$ cat config.mk
export PLATFORM = sky130hd
export DESIGN_NAME = lwve_ram
export DESIGN_NICKNAME = d
export VERILOG_FILES = /design/src/sv/lwve_ram.sv
export SDC_FILE = /design/constraint.sdc
export NUM_CORES = 1
export LEC_CHECK = 0
export ABC_AREA = 0
export BUFFER_PORTS_ARGS = -buffer_cell sky130_fd_sc_hd__buf_2
export CAP_MARGIN = 5
export CORE_MARGIN = 1.5
export CORE_UTILIZATION = 52
export CTS_CLUSTER_SIZE = 10
export DETAILED_ROUTE_END_ITERATION = 16
export MAX_ROUTING_LAYER = met4
export PLACE_DENSITY_LB_ADDON = 0.1
export SLEW_MARGIN = 20
export SYNTH_ARGS = -nofsm -noshare
export SYNTH_HDL_FRONTEND = slang
export SYNTH_SLANG_ARGS = --single-unit
$ cat constraint.sdc
create_clock -name clk -period 2.4 [get_ports clk]
set_clock_uncertainty 0.15 [all_clocks]
set_input_delay 0.12 -clock clk [delete_from_list [all_inputs] [get_ports clk]]
set_output_delay 0.12 -clock clk [all_outputs]
set_load 0.02 [all_outputs]
$ cat src/sv/lwve_ram.sv
// ----------------------------------------------------------------------------
// Generic RAM
// One write port and one read port with registered read data.
// ----------------------------------------------------------------------------
module lwve_ram #(
    parameter int WIDTH = 1,
    parameter int DEPTH = 1024
) (
    input  logic                     clk,
    input  logic                     we,
    input  logic [$clog2(DEPTH)-1:0] waddr,
    input  logic [WIDTH-1:0]         wdata,
    input  logic [$clog2(DEPTH)-1:0] raddr,
    output logic [WIDTH-1:0]         rdata
);

    logic [WIDTH-1:0] mem [DEPTH];

    // Write port.
    always_ff @(posedge clk)
    begin
        if (we)
        begin
            mem[waddr] <= wdata;
        end
    end

    // Registered read port.
    always_ff @(posedge clk)
    begin
        rdata <= mem[raddr];
    end

endmodule

After elaboration in Yosys (flattened, before gate mapping):

Memories as Yosys holds them, arrays and structs flattened. A register that Yosys moved wholly into a read port is not among the register bits.
Index checks and enable logic that the tools add are counted.

* mux-type cells: 2

Operators with widths (number)
* $mux 1: 2

* bits in registers: 0
* RAM bits: 1024
* bits of input ports: 23
* output and inout bits: 1
* logic and storage cells: 3
* memories kept: 1

Memories
* mem: words 1024, bits a word 1, rd ports 1, clocked after memory_dff 1, wr ports 1, line 17 `logic [WIDTH-1:0] mem [DEPTH];`

Depth between registers and ports, before layout:

* depth in word-level cells: 2
* depth in mapped cells: 15
* depth with buffers taken out: 8

Worst setup path before layout:

OpenSTA, ideal clock, no wires.

* kind: in2reg
* from: input raddr[0]
* to: register rdata (read register of mem)
* library setup time: 137 ps
* arrival: 2257 ps
* data required time: 2113 ps
* slack: -144 ps
* stages: 10
* buffers on the path: 4
* cells stage by stage: buf_6 > buf_12 > buf_12 > buf_2 > mux4_2 > mux4_2 > a211oi_1 > nor2_1 > o311ai_1 > o2111ai_1

RTL lines
* from (decl): line 13 `input logic [$clog2(DEPTH)-1:0] raddr,`
* to (decl): line 14 `output logic [WIDTH-1:0] rdata`

==> report_table.html <==
<table>
<tr><th>Metric</th><th>Value</th></tr>
<tr><th colspan="2">Pwr</th></tr>
<tr><td>Power per standard cell area</td><td>729 nW/um2</td></tr>
<tr><td>Cell leakage power</td><td>~16 nW</td></tr>
<tr><td>Switching share of power</td><td>21.3%</td></tr>
<tr><td>Sw power</td><td>7.91 mW</td></tr>
<tr><td>Total power consumption of the routed design</td><td>between 30 and 40 mW</td></tr>
<tr><td>Portion of total power attributed to combinational logic</td><td>6.3%</td></tr>
<tr><td>Fraction of power consumed by the clock network</td><td>about two fifths</td></tr>
<tr><td>Internal power contribution</td><td>roughly 29 mW</td></tr>
<tr><td>IR Drop Worst-Case VDD</td><td>a little under 0.7 mV</td></tr>
<tr><td>Sequential Power Share</td><td>53.1%</td></tr>
<tr><th colspan="2">Synthesis</th></tr>
<tr><td>Summed instance area of the synthesized netlist</td><td>about 45000 um2</td></tr>
<tr><td>Most common cell in the synthesized netlist</td><td>nor2_1</td></tr>
<tr><td>Number of flops mapped to enable cells by yosys</td><td>around 1000</td></tr>
<tr><td>Post-Synthesis Cells</td><td>a little over 3000</td></tr>
<tr><td>Dominant cells by area after synthesis</td><td>edfxtp_1, mux4_2, nor2_1</td></tr>
<tr><td>Average size of a mapped cell</td><td>about 14 um2</td></tr>
<tr><td>Portion of the post-synthesis area used by sequential elements</td><td>between 60% and 70%</td></tr>
<tr><td>Post-synth net total</td><td>~3100</td></tr>
<tr><td>Synth top cells by count</td><td>nor2_1, edfxtp_1, mux4_2, clkbuf_1, mux2i_1</td></tr>
<tr><td>Yosys warnings</td><td>0</td></tr>
<tr><td>Async set-reset flop share out of synthesis</td><td>0%</td></tr>
<tr><td>Cell accounting for the most synthesized area</td><td>edfxtp_1</td></tr>
<tr><td>Synth unique cells</td><td>56</td></tr>
<tr><td>Area share of the leading cell type in the synthesized netlist</td><td>approximately 69%</td></tr>
<tr><td>Primary flip-flop cell chosen by synthesis mapping</td><td>edfxtp_1</td></tr>
<tr><td>Number of synthesized register bits</td><td>1025</td></tr>
<tr><th colspan="2">Critical path</th></tr>
<tr><td>Slowest Stage Delay on Critical Path</td><td>roughly 490 ps</td></tr>
<tr><td>CP endpoint kind</td><td>flop</td></tr>
<tr><td>Cell with the biggest individual delay on the critical path</td><td>mux4_2</td></tr>
<tr><td>Required arrival time at the worst endpoint</td><td>around 2800 ps</td></tr>
<tr><td>Maximum net fanout on the critical path</td><td>2</td></tr>
<tr><td>Worst Setup Start Kind</td><td>flop</td></tr>
<tr><td>Combined buffer and inverter count along the critical path</td><td>1</td></tr>
<tr><td>Critical Setup Path Class</td><td>reg2reg</td></tr>
<tr><td>Largest delay contributor family on the critical path</td><td>compound AO/OA/AOI/OAI gates</td></tr>
<tr><td>Cell breakdown of the critical path</td><td>mux4_2 -&gt; mux2i_2 -&gt; nor2_1 -&gt; a311o_1 -&gt; a311oi_4 -&gt; nor3_2 -&gt; buf_4 -&gt; a32oi_2 -&gt; o2111ai_1</td></tr>
<tr><td>Arrival time worst endpoint</td><td>about 3000 ps</td></tr>
<tr><th colspan="2">Die</th></tr>
<tr><td>Die outline area</td><td>between 80000 and 90000 um2</td></tr>
<tr><td>Initial cell density of the core</td><td>52.4%</td></tr>
<tr><td>Std-Cell Rows</td><td>between 100 and 150</td></tr>
<tr><td>DIE HEIGHT</td><td>296 um</td></tr>
<tr><td>Number of placed I/O pins</td><td>24</td></tr>
<tr><td>Die Width</td><td>296 um</td></tr>
<tr><td>Placeable Area</td><td>85100 um2</td></tr>
<tr><th colspan="2">Global routing</th></tr>
<tr><td>Number of global-route vias before repair</td><td>about 27000</td></tr>
<tr><td>Gr ovfl total</td><td>0</td></tr>
<tr><td>Total GRT Usage</td><td>a little under a third</td></tr>
<tr><td>Antenna violations before repair</td><td>4</td></tr>
<tr><td>First-pass GRT wire length</td><td>roughly 190000 um</td></tr>
<tr><td>Largest net degree at the start of global routing</td><td>~170</td></tr>
<tr><th colspan="2">Clock tree</th></tr>
<tr><td>Setup Buffers After CTS</td><td>0</td></tr>
<tr><td>Clock root buffer</td><td>clkbuf_16</td></tr>
<tr><td>Clock latency reported for the late side of the worst-skew pair</td><td>roughly 680 ps</td></tr>
<tr><td>Clock-pin slew on the worst setup and hold paths</td><td>about 60 ps</td></tr>
<tr><td>Total clock buffers created by CTS</td><td>about 110</td></tr>
<tr><td>Longest Clk Path Bufs</td><td>3</td></tr>
<tr><td>Sink count of the clock tree</td><td>roughly 1000</td></tr>
<tr><td>Clock tree from TritonCTS</td><td>done</td></tr>
<tr><td>H-tree lvl count</td><td>3</td></tr>
<tr><th colspan="2">Status</th></tr>
<tr><td>Status</td><td>complete, but fails checks</td></tr>
<tr><td>Violated checks</td><td>negative setup slack</td></tr>
<tr><th colspan="2">Drt</th></tr>
<tr><td>Average vias per placed instance</td><td>6.24</td></tr>
<tr><td>Initial detailed-routing violation count</td><td>about 3600</td></tr>
<tr><td>DRC Markers</td><td>0</td></tr>
<tr><td>Via count</td><td>around 28000</td></tr>
<tr><td>Number of optimization iterations in the first detailed-route pass</td><td>6</td></tr>
<tr><td>Count of nets left with antenna violations after detail routing</td><td>0</td></tr>
<tr><td>Post-detailed-routing wire length</td><td>approximately 130000 um</td></tr>
<tr><td>Routed length per placed instance</td><td>29.2 um</td></tr>
<tr><th colspan="2">STA</th></tr>
<tr><td>Number of slew-limit violations in the final report</td><td>0</td></tr>
<tr><td>Max frequency</td><td>381 MHz</td></tr>
<tr><td>Fin. Hold Viols</td><td>0</td></tr>
<tr><td>Worst Tran Pin Value</td><td>between 800 and 900 ps</td></tr>
<tr><td>Final cycle utilization of the critical path</td><td>109%</td></tr>
<tr><td>Unrepaired setup endpoints after global routing</td><td>yes</td></tr>
<tr><td>Setup-failing EPs final</td><td>1</td></tr>
<tr><td>Worst path setup slack after routing</td><td>-222 ps</td></tr>
<tr><td>Final critical path time including I/O delays and setup</td><td>~2600 ps</td></tr>
<tr><td>Worst hold margin</td><td>about 55 ps</td></tr>
<tr><td>Worst slew margin relative to its limit</td><td>~44%</td></tr>
<tr><th colspan="2">Finish</th></tr>
<tr><td>Fraction of layout cells with a size suffix above 1</td><td>between 20% and 30%</td></tr>
<tr><td>Final nets</td><td>3271</td></tr>
<tr><td>Fillcell total</td><td>roughly 6600</td></tr>
<tr><td>Post-synthesis to final-layout area growth</td><td>14.1%</td></tr>
<tr><th colspan="2">Min path</th></tr>
<tr><td>Min-delay worst type</td><td>in2reg</td></tr>
<tr><th colspan="2">Flow run</th></tr>
<tr><td>Max-Cap Viols</td><td>0</td></tr>
<tr><th colspan="2">Place</th></tr>
<tr><td>Placed wire-length estimate after detailed placement</td><td>~76000 um</td></tr>
<tr><td>Pre-CTS WS</td><td>-771 ps</td></tr>
<tr><td>IO Port Bufs</td><td>23</td></tr>
<tr><td>Final weighted congestion in routability-driven placement</td><td>0.889</td></tr>
</table>
metrics by stage:
step | cells | utilization [%] | TNS, ps | instance area (um2)
6_report | 4423 | 59.9 | -222 | 51000
4_1_cts | 4420 | 59.8 | -187 | 50900
3_5_place_dp | 4267 | 56.1 | -771 | 47700
5_1_grt | 4421 | 59.8 | -289 | 51000
2_1_floorplan | 3112 | - | -41.1 | 44700
3_3_place_gp | 4267 | 56.1 | -896 | 47700
worst register-to-register path, cell delays in order (launching register included):
cell	delay [ps]
edfxtp_1	360
mux4_2	490
mux2i_2	210
nor2_1	70
a311o_1	320
a311oi_4	380
nor3_2	100
buf_4	140
a32oi_2	140
o2111ai_1	130
sequential cells by signal, summed over array words and instances (netlist names):
signal  count
mem      1024
rdata       1
power groups by stage:
| stage | combinational [mW] | sequential (mW) | clock [mW] |
|---|---|---|---|
| 2_1_floorplan | 1.15 | 20.1 | 0 |
| 3_3_place_gp | 2.24 | 20.1 | 0 |
| 3_5_place_dp | 2.27 | 20.1 | 0 |
| 4_1_cts | 2.30 | 19.7 | 15.3 |
| 5_1_grt | 2.43 | 19.7 | 15.9 |
| 6_report | 2.32 | 19.7 | 15.1 |
what timing repair did:
action / 4_1_cts / 5_1_grt
gates cloned: 0 / 0
endpoints found under the setup margin: 1 / 1
hold buffers: 9 / 0
pin swaps: 7 / 1
gates resized for setup: 13 / 4
hold endpoints to repair: 147 / 0
worst paths after layout:
| kind | depth (start not counted) | end | startpoint | slack [ps] |
|---|---|---|---|---|
| hold reg to reg | 7 | rdata | mem[930] | 1040 |
| setup reg to reg | 9 | rdata | mem[410] | -220 |
| setup / recovery | 9 | rdata | mem[410] | -220 |
| hold / removal | 6 | rdata | raddr[5] | 50 |
cell families after synthesis:
family / count (synthesis) / share of synthesized area, %
flops: 1025 / 68.9
mux: 340 / 13.7
compound gates: 178 / 2.83
simple gates: 1260 / 11.2
buf+inv: 309 / 3.30
placed cells by master (no fill, tap or decap), types with 4 or more instances in the layout:
master and instances:
and2_1 6, nor2b_1 10, clkinv_1 4, nor3_1 35, a22o_1 4, mux4_2 203, nand2b_1 6, nor3b_1 8
o21ai_0 11, mux2i_1 122, dlygate4sd3_1 9, nand2_2 6, edfxtp_1 1024, nand4_1 10, a21oi_1 34, nand2_1 80
clkbuf_1 20, nand3_2 24, a31oi_1 4, nor4_1 4, and3_1 4, buf_4 241, nor2_1 1036, buf_2 20
clkbuf_16 117, a211oi_1 4, o22ai_1 28, o221ai_1 49, a22oi_1 17, buf_12 50, nand3_1 13, mux4_1 11
per-layer routing:
layer | track usage (%) | wire length, um
met4 | 9.56 | 3780
met2 | 48.6 | 62200
met1 | 42.2 | 51300
met3 | 4.62 | 11900
met5 | - | 0
final cells by class:
type	count	area [um2]	area share [%]
flip-flops and latches	1025	30800	60.4
multi-input cells	1778	12600	24.8
repair buffers	323	3050	5.98
clock buffers	138	3020	5.92
well taps	1144	1430	2.81
clock inverters	6	37.5	0.0737
inverters	6	22.5	0.0442
diodes	3	7.51	0.0147
No activity file was read; power rests on OpenSTA's default activity.
