<file path="config.mk">
export PLATFORM = sky130hd
export DESIGN_NAME = lwve_scale
export DESIGN_NICKNAME = d
export VERILOG_FILES = /design/src/sv/lwve_pkg.sv /design/src/sv/lwve_scale.sv
export SDC_FILE = /design/constraint.sdc
export NUM_CORES = 1
export LEC_CHECK = 0
export BUFFER_PORTS_ARGS = -buffer_cell sky130_fd_sc_hd__buf_2
export CORE_UTILIZATION = 55
export CTS_BUF_LIST = sky130_fd_sc_hd__clkbuf_8
export DETAILED_ROUTE_END_ITERATION = 12
export GPL_ROUTABILITY_DRIVEN = 1
export HOLD_SLACK_MARGIN = 0.1
export PLACE_DENSITY_LB_ADDON = 0.08
export SLEW_MARGIN = 20
export SYNTH_ARGS = -nofsm -noshare
export SYNTH_HDL_FRONTEND = slang
export SYNTH_SLANG_ARGS = --single-unit
</file>
<file path="constraint.sdc">
create_clock -name clk -period 10.02 [get_ports clk]
set_input_delay 0 -clock clk [delete_from_list [all_inputs] [get_ports clk]]
set_output_delay 0 -clock clk [all_outputs]
set_load 0.05 [all_outputs]
</file>
<file path="src/sv/lwve_pkg.sv">
// ----------------------------------------------------------------------------
// Lattice window vacancy energy: package
// Widths, codes, handshake structs and small helper functions.
// ----------------------------------------------------------------------------
package lwve_pkg;

    // Lattice geometry.
    localparam int MAX_DIM   = 32;
    localparam int COORD_W   = $clog2(MAX_DIM);
    localparam int EXT_W     = COORD_W + 1;
    localparam int ADDR_W    = 3 * COORD_W;
    localparam int SITE_COUNT = MAX_DIM * MAX_DIM * MAX_DIM;
    localparam logic [ADDR_W-1:0] ADDR_LAST = ADDR_W'(SITE_COUNT - 1);
    localparam logic [EXT_W-1:0]  EXT_MIN   = EXT_W'(4);
    localparam logic [EXT_W-1:0]  EXT_MAX   = EXT_W'(MAX_DIM);

    // Window walk.
    localparam logic [2:0] WIN_LAST  = 3'd6;
    localparam logic [EXT_W-1:0] WIN_HALF = EXT_W'(3);
    localparam int COUNT_W   = 9;
    localparam logic [COUNT_W-1:0] WIN_SITES = 9'd343;

    // Field widths.
    localparam int VALUE_W   = 8;
    localparam int ENERGY_W  = 22;
    localparam int CFG_IDX_W = 2;
    localparam int CFG_W     = 6;

    // Energy scaling: floor((2031616*count + 285) / 570) - 8192. Since
    // 2031616 = 3564*570 + 136, the quotient is 3564*count plus
    // floor((136*count + 285) / 570), and the small part stays below 2^16.
    localparam int QUOT_W       = ENERGY_W - 1;
    localparam int PART_W       = 16;
    localparam int RECIP_W      = 17;
    localparam int RECIP_SHIFT  = 26;
    localparam int RECIP_PROD_W = PART_W + RECIP_W;
    localparam logic [QUOT_W-1:0] STEP_QUOT  = 21'd3564;
    localparam logic [PART_W-1:0] STEP_REM   = 16'd136;
    localparam logic [PART_W-1:0] ROUND_BIAS = 16'd285;
    // Rounded-up 2^26 / 570; the quotient is exact for any 16-bit numerator.
    localparam logic [RECIP_W-1:0] RECIP_570 = 17'd117735;
    localparam logic [ENERGY_W-1:0] ENERGY_OFFSET  = 22'd8192;
    localparam logic [ENERGY_W-1:0] ENERGY_AT_ZERO = 22'h3FE000;

    // Input item kinds.
    localparam logic MODE_WRITE = 1'b0;
    localparam logic MODE_QUERY = 1'b1;

    // Configuration register indexes.
    localparam logic [CFG_IDX_W-1:0] CFG_SIZE_X = 2'd0;
    localparam logic [CFG_IDX_W-1:0] CFG_SIZE_Y = 2'd1;
    localparam logic [CFG_IDX_W-1:0] CFG_SIZE_Z = 2'd2;

    // Sequencer states.
    typedef enum logic [2:0] {
        ST_CLEAR,
        ST_IDLE,
        ST_REDUCE,
        ST_WALK,
        ST_DRAIN,
        ST_START,
        ST_WAIT
    } ctrl_state_t;

    typedef enum logic [1:0] {
        SC_IDLE,
        SC_SPLIT,
        SC_RECIP,
        SC_DONE
    } scale_state_t;

    // Request from the sequencer to the scaling unit.
    typedef struct packed {
        logic               start;
        logic [COUNT_W-1:0] count;
    } scale_req_t;

    // Finished result from the scaling unit.
    typedef struct packed {
        logic                       done;
        logic [COUNT_W-1:0]         count;
        logic signed [ENERGY_W-1:0] energy;
    } scale_rsp_t;

    // Clamp a size register to the legal extent range.
    function automatic logic [EXT_W-1:0] eff_extent(input logic [CFG_W-1:0] reg_val);
        logic [EXT_W-1:0] s;
        s = reg_val[EXT_W-1:0];
        if (reg_val < CFG_W'(EXT_MIN))
        begin
            s = EXT_MIN;
        end
        else if (reg_val > CFG_W'(EXT_MAX))
        begin
            s = EXT_MAX;
        end
        return s;
    endfunction

    // Step one site forward with wrap at the extent; c is below ext.
    function automatic logic [COORD_W-1:0] wrap_inc(input logic [COORD_W-1:0] c,
                                                    input logic [EXT_W-1:0] ext);
        logic [EXT_W-1:0] t;
        t = {1'b0, c} + EXT_W'(1);
        return (t == ext) ? '0 : t[COORD_W-1:0];
    endfunction

    // First window coordinate, three sites below c with wrap; c is below ext.
    function automatic logic [COORD_W-1:0] wrap_start(input logic [COORD_W-1:0] c,
                                                      input logic [EXT_W-1:0] ext);
        logic [EXT_W-1:0] t;
        t = {1'b0, c} + ext - WIN_HALF;
        if (t >= ext)
        begin
            t = t - ext;
        end
        return t[COORD_W-1:0];
    endfunction

endpackage

</file>
<file path="src/sv/lwve_scale.sv">
// ----------------------------------------------------------------------------
// Energy scaling unit
// Constant division of the scaled count by a split and a reciprocal multiply.
// ----------------------------------------------------------------------------
module lwve_scale (
    input  logic                 clk,
    input  logic                 rst_n,
    input  lwve_pkg::scale_req_t req,
    input  logic                 handoff,
    output lwve_pkg::scale_rsp_t rsp
);

    lwve_pkg::scale_state_t state_reg, state_next;
    logic [lwve_pkg::PART_W-1:0]     part_reg, part_next;
    logic [lwve_pkg::QUOT_W-1:0]     quot_reg, quot_next;
    logic [lwve_pkg::COUNT_W-1:0]    count_reg, count_next;

    logic [lwve_pkg::RECIP_PROD_W-1:0] recip_prod;

    // Small remainder part divided by 570 through the reciprocal.
    assign recip_prod = lwve_pkg::RECIP_PROD_W'(part_reg)
                        * lwve_pkg::RECIP_PROD_W'(lwve_pkg::RECIP_570);

    assign rsp.done   = (state_reg == lwve_pkg::SC_DONE);
    assign rsp.count  = count_reg;
    assign rsp.energy = {1'b0, quot_reg} - lwve_pkg::ENERGY_OFFSET;

    // Control registers.
    always_ff @(posedge clk or negedge rst_n)
    begin
        if (!rst_n)
        begin
            state_reg <= lwve_pkg::SC_IDLE;
        end
        else
        begin
            state_reg <= state_next;
        end
    end

    // Payload registers.
    always_ff @(posedge clk)
    begin
        part_reg  <= part_next;
        quot_reg  <= quot_next;
        count_reg <= count_next;
    end

    // Sequencer for the two scaling steps.
    always_comb
    begin
        state_next = state_reg;
        part_next  = part_reg;
        quot_next  = quot_reg;
        count_next = count_reg;

        case (state_reg)
            lwve_pkg::SC_IDLE:
            begin
                if (req.start)
                begin
                    count_next = req.count;
                    state_next = lwve_pkg::SC_SPLIT;
                end
            end
            lwve_pkg::SC_SPLIT:
            begin
                // Whole steps of 3564 and the leftover 136*count plus the bias.
                quot_next  = lwve_pkg::QUOT_W'(count_reg) * lwve_pkg::STEP_QUOT;
                part_next  = lwve_pkg::PART_W'(count_reg) * lwve_pkg::STEP_REM
                             + lwve_pkg::ROUND_BIAS;
                state_next = lwve_pkg::SC_RECIP;
            end
            lwve_pkg::SC_RECIP:
            begin
                quot_next  = quot_reg + lwve_pkg::QUOT_W'(
                                 recip_prod[lwve_pkg::RECIP_PROD_W-1:lwve_pkg::RECIP_SHIFT]);
                state_next = lwve_pkg::SC_DONE;
            end
            lwve_pkg::SC_DONE:
            begin
                if (handoff)
                begin
                    state_next = lwve_pkg::SC_IDLE;
                end
            end
            default:
            begin
                state_next = lwve_pkg::SC_IDLE;
            end
        endcase
    end

endmodule

</file>
* Word-level counts from Yosys, hierarchy flattened
Index checks and enable logic that the tools add are counted.
Storage, ports and cells: flip-flop bits (word level) 48, latch bits 0, RAM bits 0, ROM bits 0, bits of input ports 13, output and inout bits 32, memories kept 0
Cells by class: add/sub/neg operators 3, multiply operators 3, div/mod/pow operators 0, $lt $le $gt $ge 0, eq/ne operators 5, shift operators 0, multiplexer cells 4, bitwise gates (word level) 0, reduce and logical (&&, ||, !) cells 4
Operator list (number):
- 21-bit one-hot mux with 2 select lines | 1
- 16-bit by 17-bit multiplier with 33-bit output (second input constant) | 1
- 21-bit by 14-bit subtractor with 22-bit output (second input constant) | 1
- 21-bit by 7-bit adder with 21-bit output | 1
- 9-bit by 10-bit multiplier with 19-bit output (second input constant) | 1
- 16-bit by 9-bit adder with 16-bit output (second input constant) | 1
- 9-bit by 5-bit multiplier with 13-bit output (second input constant) | 1
- 2-bit one-hot mux with 4 select lines | 1
- 2-bit equality test (second input constant) | 2
- 2-bit 2-to-1 mux | 2
- 2-bit inequality test (second input constant) | 2
- 2-bit AND reduction | 2
- 2-bit by 1-bit equality test with 1-bit output (second input constant) | 1
- 2-bit zero test | 1
- 2-bit nonzero test | 1

* Logic depth before layout (Yosys ltp)
Gate-level depths: netlist (run 1).
depth after elaboration 3, gate-level depth with buffers 29, gate-level depth less buffers 29

* Least setup slack after synthesis (run 1)
OpenSTA, ideal clock, no wires.
path kind reg2reg, start register part_reg[14] (netlist name), end register quot_reg[18] (netlist name), data pin, library setup time 0.275 ns, arrival time 6.816 ns, slack 2.930 ns, cell stages (with the launch flop) 28, path buffers 0, clock period less this slack 7.090 ns, path through edfxtp_1 > fa_1 > fa_1 > inv_1 > fa_1 > inv_1 > fa_1 > fa_1 > inv_1 > fa_1 > inv_1 > ha_1 > a21oi_1 > nor2b_1 > o21a_1 > o21ai_0 > a21boi_0 > a2111oi_2 > xnor2_1 > ha_1 > fa_1 > nand3_1 > nand2_1 > a21o_1 > a41o_1 > nand3_1 > xor2_1 > mux2i_1
Between the ends: cells in the longest elaborated chain, start to end 3
RTL lines:
- start, declared | line lwve_scale.sv:14 | logic [lwve_pkg::PART_W-1:0] part_reg, part_next;
- start signal, assigned | line lwve_scale.sv:44 | part_reg <= part_next;
- 16-bit by 17-bit multiplier with 33-bit output | line lwve_scale.sv:22 | * lwve_pkg::RECIP_PROD_W'(lwve_pkg::RECIP_570);
- 21-bit by 7-bit adder with 21-bit output | line lwve_scale.sv:76 | quot_next = quot_reg + lwve_pkg::QUOT_W'(
- 21-bit one-hot mux with 2 select lines | line lwve_scale.sv:57 | case (state_reg)
- net quot_next (one bit) | line lwve_scale.sv:15 | logic [lwve_pkg::QUOT_W-1:0] quot_reg, quot_next;
- end signal, assigned | line lwve_scale.sv:45 | quot_reg <= quot_next;
- end, declared | line lwve_scale.sv:15
The timed path passes the listed nets, and every way through them passes these cells. A chain may end at the register's enable or synchronous reset.

* Final worst setup path (run 1)
Same ends and word-level chain as after synthesis.

==> run_results.csv, run 1 <==
group,metric,value,unit
run_status,status,"complete, no violations",
sta,period_minus_slack,7610,ps
worst_setup_path,path_common_cell,"fa_1",
final_layout,nets,1352,
detailed_routing,wirelength,20000,um
grt,grt_usage,0.235,
floorplanning,die_w,134,um
floorplanning,ios,45,
yosys,synth-main-ff-cell,"edfxtp_1",
yosys,syn_nets,1304,
clock_network,cts_tree,"yes",
yosys,syn_area,0.00960,mm^2
floorplanning,fp.dieH,134,um
final_layout,largest_reg_flops,21,
yosys,synth_area_leaders,"fa_1 (27%), ha_1 (26%), edfxtp_1 (13%), inv_1 (9.3%), xnor2_1 (3.6%)",
yosys,syn_inst,965,
worst_setup_path,cp.arrival,7670,ps
sta,hold_viol,0,
worst_setup_path,setup.worst_path.class,"register to register",
sta,drv_slew,0,
floorplanning,fp.coreArea,0.0168,mm^2
sta,rsz0062_at_grt,"false",
yosys,synth_edf_count,43,
detailed_routing,routed-wl-met2,10600,um
clock_network,cts_buffers,5,
detailed_routing,route.vias.total,6579,
floorplanning,dieArea,0.0180,mm^2
final_layout,area_delta_synth_final,6.33,%
job,cap_violations,0,
yosys,ys_ff_latch,45,
worst_setup_path,worst_path_largest_cell_delay,650,ps
detailed_routing,drcViolationCount,0,
floorplanning,num_rows,47,
yosys,postSynthAreaPerCell,9.95,um^2
worst_setup_path,cp-start-kind,"register",
detailed_routing,top_layer,"met4",
clock_network,cts.sinks,45,
yosys,synth_cell_types,58,
worst_hold_path,hold_end,"state_reg[0]",
grt,grt_overflow,0,
worst_setup_path,cpMaxStageDelayCell,"fa_1",
worst_setup_path,worstSetupStartpoint,"part_reg[14]",
worst_setup_path,worstPathMaxFanout,7,
clock_network,clock_latency,320,ps
yosys,ys_async_sr_fraction,0.0444,
sta,post-route-period-util,0.759,
grt,grt_max_degree,28,
floorplanning,initial_core_util,0.571,
detailed_routing,wl_met1,8480,um
clock_network,clk_pin_slew,100,ps
worst_hold_path,hold_path.class,"primary input to register",
yosys,synth_area_leader_cell,"fa_1",
sta,finClkSkew,10.9,ps
detailed_routing,drt-initial-drc-count,218,
detailed_routing,route.met3.wl,358,um
sta,finalSetupTns,0,ps
place,port_buffers,44,
worst_setup_path,r2r_cells,27,
detailed_routing,drtAntennaViolNets,0,
worst_setup_path,r2r_start,"part_reg[14]",
yosys,ys_seq_area_frac,0.140,
worst_hold_path,hold_depth,4,
worst_hold_path,hold_start,"req[9]",
worst_setup_path,cp.required,10090,ps
worst_setup_path,cp-end-kind,"register",
detailed_routing,routed_via_density,5.33,
worst_setup_path,r2r_slack,2410,ps
grt,grt_antenna_before_repair,0,
detailed_routing,first_pass_iters,4,
sta,tightestPinTransition,982,ps
clock_network,cts-root-buf,"clkbuf_8",
yosys,yosysTopAreaCellShare,0.271,
grt,grt_pass1_vias,6644,
place,post-dp-hpwl,17600,um
detailed_routing,wl_per_cell,16.2,um
final_layout,num_antenna_cells,0,
clock_network,htreeDepth,2,
sta,setup_violations,0,
worst_setup_path,rr_endpoint,"quot_reg[18]",
yosys,yosysWarnings,0,
final_layout,drive_gt1_frac,0.0641,
grt,grt_pass1_wl,32600,um
place,place.gp.congestion,0.922,
sta,max_freq,131,MHz
clock_network,cts_buffer_depth,2,
sta,relSlewSlack,0.345,
what timing repair did:
| item | 4_1_cts | 5_1_grt |
|---|---|---|
| buffers inserted | 0 | 0 |
| hold endpoints to repair | 12 | 0 |
| resized for setup | 0 | 0 |
| hold buffers | 13 | 0 |
Yosys cell counts, drive strengths merged (10+ instances only):
cell type / count
a21o: 17
a21oi: 44
buf: 14
edfxtp: 43
fa: 130
ha: 196
inv: 239
nand2: 36
nand3: 14
nor2: 28
nor3: 13
o21a: 10
o21ai: 19
xnor2: 40
xor2: 24
cells in the final DEF (no fill, tap or decap), types with 10 or more instances in the layout:
cell and n:
fa_1 130, nand2_1 36, nand3_1 14, edfxtp_1 43, a21oi_1 43, xor2_1 24
a21o_1 17, ha_1 196, inv_1 240, dlygate4sd3_1 13, nor2_1 28, buf_2 44
nor3_1 13, xnor2_1 40, o21a_1 10, o21ai_0 19
stage by stage:
stage / worst slack [ps] / hold slack [ps] / util / std cells / area (um^2)
finish: 2410 / 115 / 0.607 / 1234 / 10200
global route: 2010 / 140 / 0.607 / 1234 / 10200
CTS: 2410 / 103 / 0.607 / 1234 / 10200
detailed placement: 2420 / -212 / 0.594 / 1213 / 9990
global placement: 2540 / -211 / 0.594 / 1213 / 9990
floorplan: 2930 / -296 / - / 965 / 9600
per-layer routing:
| metal | vias up | GRT usage |
|---|---|---|
| met3 | 26 | 0.0159 |
| met4 | 0 | 0.0824 |
| met1 | 3227 | 0.284 |
| li1 | 3226 | - |
| met2 | 100 | 0.439 |
| met5 | - | 0 |
final cells by class:
class	count	area, um^2
multi-input combinational	664	7250
inverter	239	897
timing repair buffer	58	358
sequential	45	1340
tap	220	275
clock inverter	3	18.8
clock buffer	5	68.8
fill	1503	6610
worst max-delay path: cells and delay by family (launching register included):
family | cells | cell delay, ps
AOI/OAI and AO/OA | 7 | 1580
DFF | 1 | 560
muxes | 1 | 100
xor gates and xnor gates | 2 | 280
buffers and inverters | 4 | 210
and+or+nand+nor | 4 | 390
adders and majority gates | 9 | 4250
cell families (layout without fill, tap and decap cells):
family          Yosys count  after routing  share of synthesized area
fa+ha+maj               326            326                      0.526
buf+inv                 256            305                      0.105
simple gates            132            132                     0.0680
compound gates          131            131                     0.0904
xor+xnor                 64             64                     0.0584
flops                    45             45                      0.140
mux                      11             11                     0.0120
how the worst max path moves through the flow:
stage	endpoint	slack (ps)	depth (start not counted)
after CTS	quot_reg[18]	2410	27
after global routing	quot_reg[11]	2010	22
after floorplan	quot_reg[18]	2930	27
final	quot_reg[18]	2410	27
after detailed placement	quot_reg[18]	2420	27
after global placement	quot_reg[20]	2540	27
Power of run 1 is not shown: default switching activity piles up to over one toggle a cycle in this logic, so the estimate is an artifact.
==> run 2, diff against run 1 <==
==> constraint.sdc (replaced) <==
create_clock -name clk -period 7 [get_ports clk]
set_input_delay 0 -clock clk [delete_from_list [all_inputs] [get_ports clk]]
set_output_delay 0 -clock clk [all_outputs]
set_load 0.05 [all_outputs]
==> run 2 against run 1 <==
  * Die area unchanged
  * First-iteration DRC count down 22%
  * Count of clock-buffer cells in the layout unchanged
  * Fmax up 11%
  * Highest routed layer unchanged
==> run_results.csv, run 2 (synthesis gave the netlist of run 1 again) <==
group,metric,value,unit
floorplanning,num_rows,47,
job,cap_violations,0,
worst_hold_path,hold_path.class,"primary input to register",
sta,post-route-period-util,0.980,
sta,drv_slew,0,
sta,whs,116,ps
place,place.gp.congestion,0.877,
worst_setup_path,worst_path_largest_cell_delay,670,ps
detailed_routing,route.vias.total,6814,
worst_setup_path,crit_family,"adder cells",
worst_setup_path,crit_buf_inv,4,
clock_network,cts.sinks,45,
grt,grt_pass1_wl,33400,um
detailed_routing,drt-initial-drc-count,169,
final_layout,area_delta_synth_final,15.6,%
sta,hold_viol,0,
floorplanning,fp.coreArea,0.0168,mm^2
place,placed_cell_area,0.0104,mm^2
clock_network,clk_pin_slew,90,ps
clock_network,htreeDepth,2,
detailed_routing,first_pass_iters,4,
grt,grt_overflow,0,
detailed_routing,routed_via_density,5.27,
worst_setup_path,setup.worst_path.class,"register to register",
sta,tightestPinTransition,967,ps
final_layout,largest_reg_flops,21,
detailed_routing,wirelength,21100,um
grt,grt_pass1_vias,6850,
final_layout,num_antenna_cells,0,
clock_network,cts-root-buf,"clkbuf_8",
sta,period_minus_slack,6860,ps
floorplanning,ios,45,
grt,grt_max_degree,23,
final_layout,nFillCells,1412,
place,port_buffers,44,
final_layout,final_area,0.0111,mm^2
clock_network,cts_buffer_depth,2,
worst_setup_path,cp.arrival,6920,ps
final_layout,multiInputGateArea,0.00765,mm^2
final_layout,drive_gt1_frac,0.176,
sta,rsz0062_at_grt,"true",
sta,finClkSkew,11.6,ps
final_layout,final_common_cell,"inv_1",
worst_setup_path,cp-start-kind,"register",
clock_network,cts_buffers,5,
worst_setup_path,worstPathMaxFanout,5,
clock_network,cts_tree,"yes",
detailed_routing,drcViolationCount,0,
sta,relSlewSlack,0.355,
floorplanning,initial_core_util,0.571,
worst_setup_path,cp-end-kind,"register",
floorplanning,fp.dieH,134,um
place,post-dp-hpwl,18200,um
grt,grt_usage,0.240,
worst_setup_path,cp.required,7060,ps
clock_network,clock_latency,310,ps
floorplanning,die_w,134,um
final_layout,final_cell_mix,"inv_1 (230), ha_1 (185), fa_1 (121)",
worst_setup_path,path_common_cell,"fa_2",
final_layout,register_area,0.00134,mm^2
final_layout,nets,1411,
floorplanning,dieArea,0.0180,mm^2
grt,grt_antenna_before_repair,0,
sta,max_freq,146,MHz
sta,setup_violations,0,
detailed_routing,wl_per_cell,16.4,um
run_status,status,"complete, no violations",
detailed_routing,drtAntennaViolNets,0,
worst_setup_path,cpMaxStageDelayCell,"fa_2",
run 2: cell count changes in the layout (fill, tap and decap cells not counted), sizes merged:
cell	before	now
dlygate4sd3	13	11
bufinv	0	1
buf	45	106
clkinvlp	2	0
inv	240	239
clkinv	0	1
run 2: final cells by class:
class	count	share of cell area
clock inverters	2	0.00315
well taps	220	0.0248
repair buffers	117	0.0750
clock buffers	5	0.00620
multi-input cells	664	0.689
flip-flops and latches	45	0.121
inverters	239	0.0808
run 2: worst paths after layout:
check	slack, ps	cells after the start	end	startpoint
setup / recovery	140	26	quot_reg[15]	part_reg[6]
hold / removal	120	3	state_reg[0]	req[9]
setup reg to reg	140	26	quot_reg[15]	part_reg[6]
hold reg to reg	610	1	state_reg[1]	state_reg[1]
max in group asynchronous	6320	3	state_reg[1]	rst_n
min in group asynchronous	550	3	state_reg[0]	rst_n
run 2: stage by stage:
| step | worst slack, ps | TNS, ps | instances | util |
|---|---|---|---|---|
| 2_1_floorplan | 120 | 0 | 965 | - |
| 3_3_place_gp | -103 | -742 | 1262 | 0.616 |
| 6_report | 142 | 0 | 1292 | 0.660 |
| 5_1_grt | -79.5 | -536 | 1292 | 0.660 |
| 3_5_place_dp | -209 | -2180 | 1262 | 0.616 |
| 4_1_cts | -7.32 | -7.32 | 1284 | 0.636 |
run 2: worst min-delay path, delay by kind of cell:
kind            cells  cell delay, ps
compound gates      2             290
buf+inv             1             100
run 2: repair_timing:
item / 4_1_cts / 5_1_grt
gates resized for setup: 19 / 75
endpoints found under the setup margin: 15 / 16
hold buffers: 11 / 0
buffers inserted: 4 / 9
hold endpoints to repair: 11 / 0
pin swaps: 12 / 71
run 2: routing by layer:
layer | GRT usage | part of all wire
met5 | 0 | 0
met4 | 0.0949 | 0.036
met3 | 0.0185 | 0.022
met2 | 0.450 | 0.54
met1 | 0.284 | 0.41
Power of run 2 is left out for the same reason.
